===== config.mk =====
export PLATFORM = sky130hd
export DESIGN_NAME = nmea_time_sentence_timestamp_top
export DESIGN_NICKNAME = d
export VERILOG_FILES = /design/src/design/nts_pkg.sv /design/src/design/nts_parser.sv /design/src/design/nts_time_calc.sv /design/src/design/nmea_time_sentence_timestamp_top.sv
export SDC_FILE = /design/constraint.sdc
export NUM_CORES = 1
export LEC_CHECK = 0
export BUFFER_PORTS_ARGS = -buffer_cell sky130_fd_sc_hd__buf_2
export CORE_MARGIN = 2
export CORE_UTILIZATION = 44
export CTS_BUF_LIST = sky130_fd_sc_hd__clkbuf_2
export DETAILED_ROUTE_END_ITERATION = 6
export SLEW_MARGIN = 15
export SYNTH_ARGS = -nofsm -noshare
export SYNTH_HDL_FRONTEND = slang
export SYNTH_HIERARCHICAL = 1
export SYNTH_SLANG_ARGS = --single-unit
export TNS_END_PERCENT = 1

===== constraint.sdc =====
create_clock -name clk -period 7.2 [get_ports clk]
set_input_delay 0.72 -clock clk [delete_from_list [all_inputs] [get_ports clk]]
set_output_delay 0.72 -clock clk [all_outputs]
set_load 0.1 [all_outputs]

===== src/design/nts_pkg.sv =====
`timescale 1ns / 1ps
// ----------------------------------------------------------------------------
// NMEA time sentence timestamp package
// Shared constants, the result record and helpers for the timestamp block.
// ----------------------------------------------------------------------------
package nts_pkg;

	localparam int unsigned NUM_DIGITS = 6;
	localparam logic [2:0]  SLOT_MAX   = 3'd7;

	localparam logic [7:0] CHAR_G     = 8'h47;
	localparam logic [7:0] CHAR_P     = 8'h50;
	localparam logic [7:0] CHAR_C     = 8'h43;
	localparam logic [7:0] CHAR_COMMA = 8'h2C;
	localparam logic [7:0] CHAR_DOT   = 8'h2E;
	localparam logic [7:0] CHAR_ZERO  = 8'h30;

	localparam logic [1:0] COMMAS_FIELD = 2'd1;
	localparam logic [1:0] COMMAS_END   = 2'd2;

	localparam logic [31:0] MS_PER_HOUR   = 32'd3600000;
	localparam logic [31:0] MS_PER_MINUTE = 32'd60000;
	localparam logic [31:0] MS_PER_SECOND = 32'd1000;

	// Time fields of a finished sentence, each as a two-digit value.
	typedef struct packed {
		logic       emit;
		logic [6:0] hh;
		logic [6:0] mm;
		logic [6:0] ss;
	} nts_emit_t;

	function automatic logic [6:0] two_digit(input logic [3:0] tens, input logic [3:0] ones);
		logic [6:0] t;
		begin
			t = {3'b000, tens};
			two_digit = (t << 3) + (t << 1) + {3'b000, ones};
		end
	endfunction

endpackage


===== src/design/nts_parser.sv =====
`timescale 1ns / 1ps
// ----------------------------------------------------------------------------
// NMEA time sentence parser
// Header match, comma counting and the digit store of the time field.
// ----------------------------------------------------------------------------
module nts_parser import nts_pkg::*; (
	input  logic       clk,
	input  logic       arst_n,
	input  logic       fire,
	input  logic [7:0] rx_byte,
	output nts_emit_t  result
);

	logic       seen_g_q, seen_p_q, header_armed_q;
	logic [1:0] comma_count_q;
	logic [2:0] digit_slot_q;
	logic [7:0] time_digits_q [NUM_DIGITS];

	logic       is_comma, is_dot;
	logic       seen_g_n, seen_p_n, armed_n;
	logic [1:0] comma_count_n;
	logic       store_digit, sentence_end;
	logic [7:0] digit_value;
	logic       nonzero, all_valid;

	assign is_comma = (rx_byte == CHAR_COMMA);
	assign is_dot   = (rx_byte == CHAR_DOT);

	assign seen_g_n      = seen_g_q | (rx_byte == CHAR_G);
	assign seen_p_n      = seen_p_q | ((rx_byte == CHAR_P) && seen_g_q);
	assign armed_n       = header_armed_q | ((rx_byte == CHAR_C) && seen_p_q);
	assign comma_count_n = is_comma ? comma_count_q + 2'd1 : comma_count_q;
	assign store_digit   = armed_n && (comma_count_n == COMMAS_FIELD) && !is_comma && !is_dot;
	assign sentence_end  = armed_n && (comma_count_n == COMMAS_END);
	assign digit_value   = rx_byte - CHAR_ZERO;

	always_comb begin
		nonzero   = 1'b0;
		all_valid = 1'b1;
		for (int i = 0; i < NUM_DIGITS; i++) begin
			if (time_digits_q[i] >= 8'd10) begin
				all_valid = 1'b0;
			end
			if (i >= 2 && time_digits_q[i] != 8'd0) begin
				nonzero = 1'b1;
			end
		end
	end

	assign result.emit = sentence_end && nonzero && all_valid;
	assign result.hh   = two_digit(time_digits_q[0][3:0], time_digits_q[1][3:0]);
	assign result.mm   = two_digit(time_digits_q[2][3:0], time_digits_q[3][3:0]);
	assign result.ss   = two_digit(time_digits_q[4][3:0], time_digits_q[5][3:0]);

	always_ff @(posedge clk or negedge arst_n) begin
		if (!arst_n) begin
			seen_g_q       <= 1'b0;
			seen_p_q       <= 1'b0;
			header_armed_q <= 1'b0;
			comma_count_q  <= 2'd0;
			digit_slot_q   <= 3'd0;
			for (int i = 0; i < NUM_DIGITS; i++) begin
				time_digits_q[i] <= 8'd0;
			end
		end else if (fire) begin
			if (sentence_end) begin
				// The second comma closes the sentence, valid or not.
				seen_g_q       <= 1'b0;
				seen_p_q       <= 1'b0;
				header_armed_q <= 1'b0;
				comma_count_q  <= 2'd0;
				digit_slot_q   <= 3'd0;
				for (int i = 0; i < NUM_DIGITS; i++) begin
					time_digits_q[i] <= 8'd0;
				end
			end else begin
				seen_g_q       <= seen_g_n;
				seen_p_q       <= seen_p_n;
				header_armed_q <= armed_n;
				if (armed_n) begin
					comma_count_q <= comma_count_n;
				end
				if (store_digit) begin
					for (int i = 0; i < NUM_DIGITS; i++) begin
						if (digit_slot_q == 3'(i)) begin
							time_digits_q[i] <= digit_value;
						end
					end
					if (digit_slot_q != SLOT_MAX) begin
						digit_slot_q <= digit_slot_q + 3'd1;
					end
				end
			end
		end
	end

endmodule


===== src/design/nts_time_calc.sv =====
`timescale 1ns / 1ps
// ----------------------------------------------------------------------------
// NMEA time of day calculator
// Converts hours, minutes and seconds to milliseconds and adds the PPS offset.
// ----------------------------------------------------------------------------
module nts_time_calc import nts_pkg::*; (
	input  logic [6:0]  hh,
	input  logic [6:0]  mm,
	input  logic [6:0]  ss,
	input  logic [31:0] pps_offset,
	output logic [31:0] time_of_day_ms
);

	logic [31:0] hour_ms, minute_ms, second_ms;

	assign hour_ms        = {25'd0, hh} * MS_PER_HOUR;
	assign minute_ms      = {25'd0, mm} * MS_PER_MINUTE;
	assign second_ms      = {25'd0, ss} * MS_PER_SECOND;
	assign time_of_day_ms = hour_ms + minute_ms + second_ms + pps_offset;

endmodule


===== src/design/nmea_time_sentence_timestamp_top.sv =====
`timescale 1ns / 1ps
// ----------------------------------------------------------------------------
// NMEA time sentence timestamp
// Parses GPS receiver bytes and reports the UTC time of day in milliseconds.
// ----------------------------------------------------------------------------
// After the closing comma is accepted, its result passes through the parse register
// and then the output register, where it is valid.
// Throughput: one byte per cycle unless a finished sentence waits on a full parse
// register; the parse stage updates the header and digit state with each byte.
// Reset: arst_n clears all parser state, the digit store and all valid flags.
module nmea_time_sentence_timestamp_top import nts_pkg::*; (
	input  logic        clk,
	input  logic        arst_n,
	input  logic        s_axis_tvalid,
	output logic        s_axis_tready,
	input  logic [71:0] s_axis_tdata,  // rx_byte[7:0], tick_now[39:8], pps_tick[71:40]
	output logic        m_axis_tvalid,
	input  logic        m_axis_tready,
	output logic [63:0] m_axis_tdata   // time_of_day_ms[31:0], tick_at_update[63:32]
);

	logic        s1_valid_q;
	logic [7:0]  rx_byte_s1;
	logic [31:0] tick_now_s1, pps_tick_s1;

	logic        s2_valid_q;
	logic [6:0]  hh_s2, mm_s2, ss_s2;
	logic [31:0] offset_s2, tick_s2;

	logic        out_valid_q;
	logic [31:0] time_ms_q, tick_q;

	nts_emit_t   parse;
	logic        emit;
	logic        out_free, s2_free, s1_fire, s1_free;
	logic [31:0] time_ms;

	assign emit     = s1_valid_q && parse.emit;
	assign out_free = !out_valid_q || m_axis_tready;
	assign s2_free  = !s2_valid_q || out_free;
	assign s1_fire  = s1_valid_q && (!parse.emit || s2_free);
	assign s1_free  = !s1_valid_q || s1_fire;

	assign s_axis_tready = s1_free;
	assign m_axis_tvalid = out_valid_q;
	assign m_axis_tdata  = {tick_q, time_ms_q};

	nts_parser u_parser (
		.clk     (clk),
		.arst_n  (arst_n),
		.fire    (s1_fire),
		.rx_byte (rx_byte_s1),
		.result  (parse)
	);

	nts_time_calc u_calc (
		.hh             (hh_s2),
		.mm             (mm_s2),
		.ss             (ss_s2),
		.pps_offset     (offset_s2),
		.time_of_day_ms (time_ms)
	);

	always_ff @(posedge clk or negedge arst_n) begin
		if (!arst_n) begin
			s1_valid_q  <= 1'b0;
			s2_valid_q  <= 1'b0;
			out_valid_q <= 1'b0;
		end else begin
			if (s1_free) begin
				s1_valid_q <= s_axis_tvalid;
			end
			if (s2_free) begin
				s2_valid_q <= s1_fire && emit;
			end
			if (out_free) begin
				out_valid_q <= s2_valid_q;
			end
		end
	end

	always_ff @(posedge clk) begin
		if (s1_free) begin
			rx_byte_s1  <= s_axis_tdata[7:0];
			tick_now_s1 <= s_axis_tdata[39:8];
			pps_tick_s1 <= s_axis_tdata[71:40];
		end
		if (s2_free) begin
			hh_s2     <= parse.hh;
			mm_s2     <= parse.mm;
			ss_s2     <= parse.ss;
			offset_s2 <= tick_now_s1 - pps_tick_s1;
			tick_s2   <= tick_now_s1;
		end
		if (out_free) begin
			time_ms_q <= time_ms;
			tick_q    <= tick_s2;
		end
	end

	// A finished sentence that fires must reach the parse register.
	assert property (@(posedge clk) disable iff (!arst_n) s1_fire && emit |=> s2_valid_q)
		else $error("parsed time request lost before the parse register");

	// Input back-pressure only when every stage is full and the output is stalled.
	assert property (@(posedge clk) disable iff (!arst_n)
		!s_axis_tready |-> s1_valid_q && s2_valid_q && out_valid_q && !m_axis_tready)
		else $error("input stalled while the pipeline had room");

	// A new result can only come from a valid parse register.
	assert property (@(posedge clk) disable iff (!arst_n) $rose(m_axis_tvalid) |-> $past(s2_valid_q))
		else $error("result request appeared without a parsed time");

endmodule


After elaboration in Yosys (flattened, before gate mapping)

Index checks and enable logic that the tools add are counted.

Add/sub/neg operators: 13
Multiply operators: 3
Order comparisons: 6
Equality and inequality tests: 13
Muxes and demuxes: 27
Bitwise logic cells: 3
Reductions and logical operators: 43

Operators with widths:

| operator              | count |
|---|---|
| $mux 48               | 2 |
| $ge 8x4->1 const B    | 6 |
| $mux 8                | 6 |
| $add 32x17->32        | 1 |
| $add 32x32->32        | 1 |
| $reduce_bool 8->1     | 4 |
| $sub 32x32->32        | 1 |
| $add 29x23->30        | 1 |
| $eq 8x7->1 const B    | 3 |
| $mul 7x15->22 const B | 1 |
| $add 7x4->7           | 3 |
| $add 7x5->7           | 3 |
| $reduce_and 3->1      | 7 |
| $mul 7x11->18 const B | 1 |
| $reduce_bool 2->1     | 9 |
| $eq 8x6->1 const B    | 2 |
| $mul 7x7->14 const B  | 1 |
| $mux 1                | 13 |
| $logic_and 1x1->1     | 11 |
| $mux 3                | 3 |
| $sub 8x6->8 const B   | 1 |
| $eq 3x2->1 const B    | 2 |
| $eq 3x3->1 const B    | 2 |
| $logic_not 1->1       | 6 |
| other kinds (11)      | 18 |

Flip-flop bits (word level): 280
Input bits: 76
Output and inout bits: 66
Word-level logic and storage cells: 132

Longest topological paths before layout

Word-level depth: 12
Depth in mapped cells: 26

By module

The synthesis kept the hierarchy.

By module, submodules not included:

| module                           | instances | cells an instance | area an instance (µm²) | seq. area each (µm²) |
|---|---|---|---|---|
| nmea_time_sentence_timestamp_top | 1         | 540               | 8790.9                 | 6711.4 |
| nts_time_calc                    | 1         | 803               | 7089.3                 | 0.0 |
| nts_parser                       | 1         | 310               | 3607.2                 | 1401.3 |

Worst setup path after synthesis

No wires, ideal clock.

Path kind: register -> register
Start point: reg out_valid_q, in the netlist m_axis_tvalid
End point: reg pps_tick_s1[0] (enable)
Setup time: 1.218 ns
Arrival time: 5.189 ns
Data required time: 5.982 ns
Setup slack: 0.793 ns
Cell stages (with the launch flop): 4
Path buffers: 0
Path through: dfrtp_1 -> nand2b_1 -> nor2_1 -> nand3_1

Word-level cells in the longest chain between the ends: 6

Ends and longest elaborated chain:

| what                     | line                                   | text |
|---|---|---|
| start: declaration       | nmea_time_sentence_timestamp_top.sv:30 | `logic out_valid_q;` |
| start signal: assignment | nmea_time_sentence_timestamp_top.sv:77 | `out_valid_q <= s2_valid_q;` |
| $logic_not 1->1          | nmea_time_sentence_timestamp_top.sv:39 | `assign out_free = !out_valid_q \|\| m_axis_tready;` |
| $logic_or 1x1->1         | nmea_time_sentence_timestamp_top.sv:39 |  |
| via out_free             | nmea_time_sentence_timestamp_top.sv:35 | `logic out_free, s2_free, s1_fire, s1_free;` |
| $logic_or 1x1->1         | nmea_time_sentence_timestamp_top.sv:40 | `assign s2_free = !s2_valid_q \|\| out_free;` |
| $logic_or 1x1->1         | nmea_time_sentence_timestamp_top.sv:41 | `assign s1_fire = s1_valid_q && (!parse.emit \|\| s2_free);` |
| $logic_and 1x1->1        | nmea_time_sentence_timestamp_top.sv:41 |  |
| $logic_or 1x1->1         | nmea_time_sentence_timestamp_top.sv:42 | `assign s1_free = !s1_valid_q \|\| s1_fire;` |
| via s_axis_tready        | nmea_time_sentence_timestamp_top.sv:15 | `output logic s_axis_tready,` |
| end signal: assignment   | nmea_time_sentence_timestamp_top.sv:86 | `pps_tick_s1 <= s_axis_tdata[71:40];` |
| end: declaration         | nmea_time_sentence_timestamp_top.sv:24 | `logic [31:0] tick_now_s1, pps_tick_s1;` |

The timed path passes the listed nets, and every way through them passes these cells.
A chain may end at the register's enable or synchronous reset.

Final worst setup path

Start point: reg hh_s2[5]
End point: reg time_ms_q[31] (data pin)

Word-level cells in the longest chain between the ends: 4

Ends and longest elaborated chain:

| what                     | line                                   | text |
|---|---|---|
| start: declaration       | nmea_time_sentence_timestamp_top.sv:27 | `logic [6:0] hh_s2, mm_s2, ss_s2;` |
| start signal: assignment | nmea_time_sentence_timestamp_top.sv:89 | `hh_s2 <= parse.hh;` |
| $mul 7x15->22            | nts_time_calc.sv:16                    | `assign hour_ms = {25'd0, hh} * MS_PER_HOUR;` |
| $add 29x23->30           | nts_time_calc.sv:19                    | `assign time_of_day_ms = hour_ms + minute_ms + second_ms + pps_offset;` |
| $add 32x17->32           | nts_time_calc.sv:19                    |  |
| $add 32x32->32           | nts_time_calc.sv:19                    |  |
| via time_ms[31]          | nmea_time_sentence_timestamp_top.sv:36 | `logic [31:0] time_ms;` |
| end signal: assignment   | nmea_time_sentence_timestamp_top.sv:96 | `time_ms_q <= time_ms;` |
| end: declaration         | nmea_time_sentence_timestamp_top.sv:31 | `logic [31:0] time_ms_q, tick_q;` |

The timed path passes the listed nets, and every way through them passes these cells.

==> results.ini <==
[clock_tree]
h-tree-depth = 3
clkTransAtPathRegs_ns = 0.10
cts_buffer_depth = 3
cts_buffers = 77
insertion_delay_ns = 1.09
root_buffer = clkbuf_2
cts.sinks = 280
cts_tree = yes

[power]
p_leak_uw = 0.0109
max-vdd-ir-drop_mv = 0.245
powerDensity_mw_per_mm2 = 205

[layout]
fin_nets = 2338
layout_common_cells = 241 x inv_1, 241 x ha_1, 221 x edfxtp_1
area_growth_pct = 14.6
fin_util_pct = 50.8
drive_above_1_share_pct = 16.7

[synth]
synthMuxAreaShare_pct = 0.700
synth_ff_type = edfxtp_1
synth_top_family_by_area = adder cells
seq_area_frac_synth_pct = 41.6
syn_area_sq_mm = 0.0195
yosysUniqueCellTypes = 101
synth-compound-area-share_pct = 13.8
syn-num-nets = 2071
synthArstFlopShare_pct = 21.1
yosys.area_share.simple_pct = 7.72
synth_edf_count = 221
synth_xor_area_share_pct = 4.85
synthCells = 1653
synth_area_leader_cell = edfxtp_1
synthAdderAreaFrac_pct = 25.8
synth_area_leaders = edfxtp_1 34%, ha_1 15%, fa_1 10%
synth-seq-cells = 280
avgSynthCellArea_sq_um = 11.8
netlist.area_leader.share_pct = 34.1
yosys_warnings = 6

[placed_design]
gp_congestion = 0.862
pre_cts_slack_ns = 0.340
dp_hpwl_mm = 32.6
portBuffers = 141

[global_routing]
grt_max_degree = 67
grt_pass1_vias = 13809
grt_util_all_layers_pct = 19.0
overflow = 0
antenna_found_initial = 2
grt_pass1_wl_mm = 70.2

[timing]
tightest_slew_ns = 1.02
slew_violations = 0
fin_skew_ns = 0.133
setup_viol = 0
max_freq_mhz = 146
rsz0062_at_grt = yes
min_period_ns = 6.87
relSlewSlack_pct = 32.0
worst_slack_ns = 0.331
finalCritPeriodShare_pct = 95.4
hold_viol = 0

[floorplan]
std_cell_rows = 77
initial_utilization_pct = 44.4
design.portCount = 142
die-height_um = 214
die_area_sq_mm = 0.0460
dieWidth_um = 214
core_sq_mm = 0.0439

[worst_setup_path]
cp_common_cell = fa_1
critPathSlowestCell = fa_1
critPathRequiredTime_ns = 7.92
cpPeakStageDelay_ns = 0.59
start_kind = flip-flop
worstPathArrival_ns = 7.59
cp-end-kind = flip-flop
worstPathCellList = inv_1 > fa_1 > fa_1 > inv_1 > fa_1 > fa_1 > ha_1 > o211a_1 > o31a_1 > nor4_2 > o41ai_4 > nand3_1 > nand2_1 > xor2_1 > fa_1 > ha_1 > ha_1 > a21oi_1 > o21ai_0 > a21oi_1 > a21oi_2 > nor4b_1 > a311oi_1
r2r_slack_ns = 0.33
critPathKind = flip-flop to flip-flop
cp_max_fo = 5

[worst_hold_path]
hp-class = primary input to asynchronous set/reset pin

[flow_run]
cap_violations = 0

[route]
viasPerCell = 5.20
totalWireLength_mm = 42.8
drtAntennaViolNets = 0
drc_errors = 0
num_vias = 13349
drtIter0Drc = 601
dr.pass1.iters = 7
wire_per_inst_um = 16.7

[run_status]
run_status = complete, no violations

-- routing by layer --
metal	up-vias	GRT usage [%]	share of wire, %
li1	6523	-	-
met1	6507	25.4	47
met2	280	31.7	48
met3	39	3.43	4.0
met4	0	5.86	1.6
met5	-	0	0
-- final timing paths --
check / start / end / cells after the start
setup / recovery: hh_s2[5] / time_ms_q[31] / 23
hold / removal: arst_n / u_parser/comma_count_q[1] / 3
setup reg to reg: hh_s2[5] / time_ms_q[31] / 23
hold reg to reg: tick_s2[30] / tick_q[30] / 0
max in group asynchronous: arst_n / u_parser/time_digits_q[27] / 3
min in group clk: s_axis_tdata[0] / rx_byte_s1[0] / 2
-- kinds of logic (layout without fill, tap and decap cells) --
| kind of cell | after synthesis | in the layout |
|---|---|---|
| AO/OA/AOI/OAI | 352 | 352 |
| multiplexers | 12 | 12 |
| adder cells (fa/ha/maj) | 342 | 342 |
| XOR/XNOR | 108 | 108 |
| other | 0 | 4 |
| buffers and inverters | 273 | 593 |
| flip-flops | 280 | 280 |
| AND/OR/NAND/NOR | 286 | 286 |
-- Yosys cell counts, drive strengths merged (4+ instances only) --
cell type	number
clkbuf	15
fa	101
nor4	15
a21oi	91
o311ai	8
xnor2	65
a31oi	18
o2111ai	9
buf	16
or3	4
mux2	4
a311oi	7
o21a	14
xor2	43
or2	6
a21o	35
a211o	5
nor3	24
and3	10
nand2b	13
nor2b	12
nand4	12
a2111oi	5
o21ai	55
edfxtp	221
o2bb2ai	31
a41oi	5
nor2	55
o21bai	6
ha	241
a211oi	10
dfrtp	59
inv	242
o31ai	4
nand3	33
and2	10
mux2i	8
o211ai	9
a31o	6
nand2	73
a22o	10
-- stage by stage --
step | setup TNS, ns | cells | total power [uW] | area [sq um] | hold WS, ns
after floorplan | 0 | 1653 | 3110 | 19500 | 0.400
after global placement | 0 | 2359 | 3390 | 20800 | 0.402
after detailed placement | 0 | 2359 | 3400 | 20800 | 0.405
after CTS | 0 | 2565 | 4640 | 22300 | 0.184
after global routing | -0.132 | 2569 | 4830 | 22300 | 0.245
final | 0 | 2569 | 4590 | 22300 | 0.305
-- power breakdown --
part	internal, uW	switching (uW)	total, uW
logic	354	1050	1400
registers	1930	64.6	1990
clock network	515	674	1190
total	2800	1790	4590
-- state kept, by name, indices dropped and copies added (netlist names) --
| name | count |
|---|---|
| mm_s2 | 7 |
| u_parser/digit_slot_q | 3 |
| hh_s2 | 7 |
| tick_q | 32 |
| u_parser/seen_p_q | 1 |
| offset_s2 | 32 |
| s1_valid_q | 1 |
| u_parser/seen_g_q | 1 |
| m_axis_tvalid | 1 |
| tick_s2 | 32 |
| tick_now_s1 | 32 |
| ss_s2 | 7 |
| rx_byte_s1 | 8 |
| u_parser/time_digits_q | 48 |
| u_parser/comma_count_q | 2 |
| s2_valid_q | 1 |
| pps_tick_s1 | 32 |
| time_ms_q | 32 |
| u_parser/header_armed_q | 1 |
-- final cells by class --
type | count | area, sq um
diodes | 4 | 10.0
clock buffers | 107 | 536
clock inverters | 25 | 199
fillers | 4061 | 21600
inverters | 242 | 910
multi-input cells | 1100 | 10300
flip-flops and latches | 280 | 8110
well taps | 592 | 741
repair buffers | 219 | 1480
-- what timing repair did --
action,4_1_cts,5_1_grt
hold buffers,74,0
endpoints found under the setup margin,0,5
hold endpoints to repair,132,0
setup buffers,0,0
resized for setup,0,4
-- worst max-delay path: cells and delay by family, from the launching register on --
kind	cells	cell delay (ns)
AO/OA/AOI/OAI	8	1.52
flip-flops	1	0.47
adder cells (fa/ha/maj)	8	3.47
buffers and inverters	2	0.20
AND/OR/NAND/NOR	4	0.71
XOR/XNOR	1	0.19
Power figures use the tool's default switching activity.
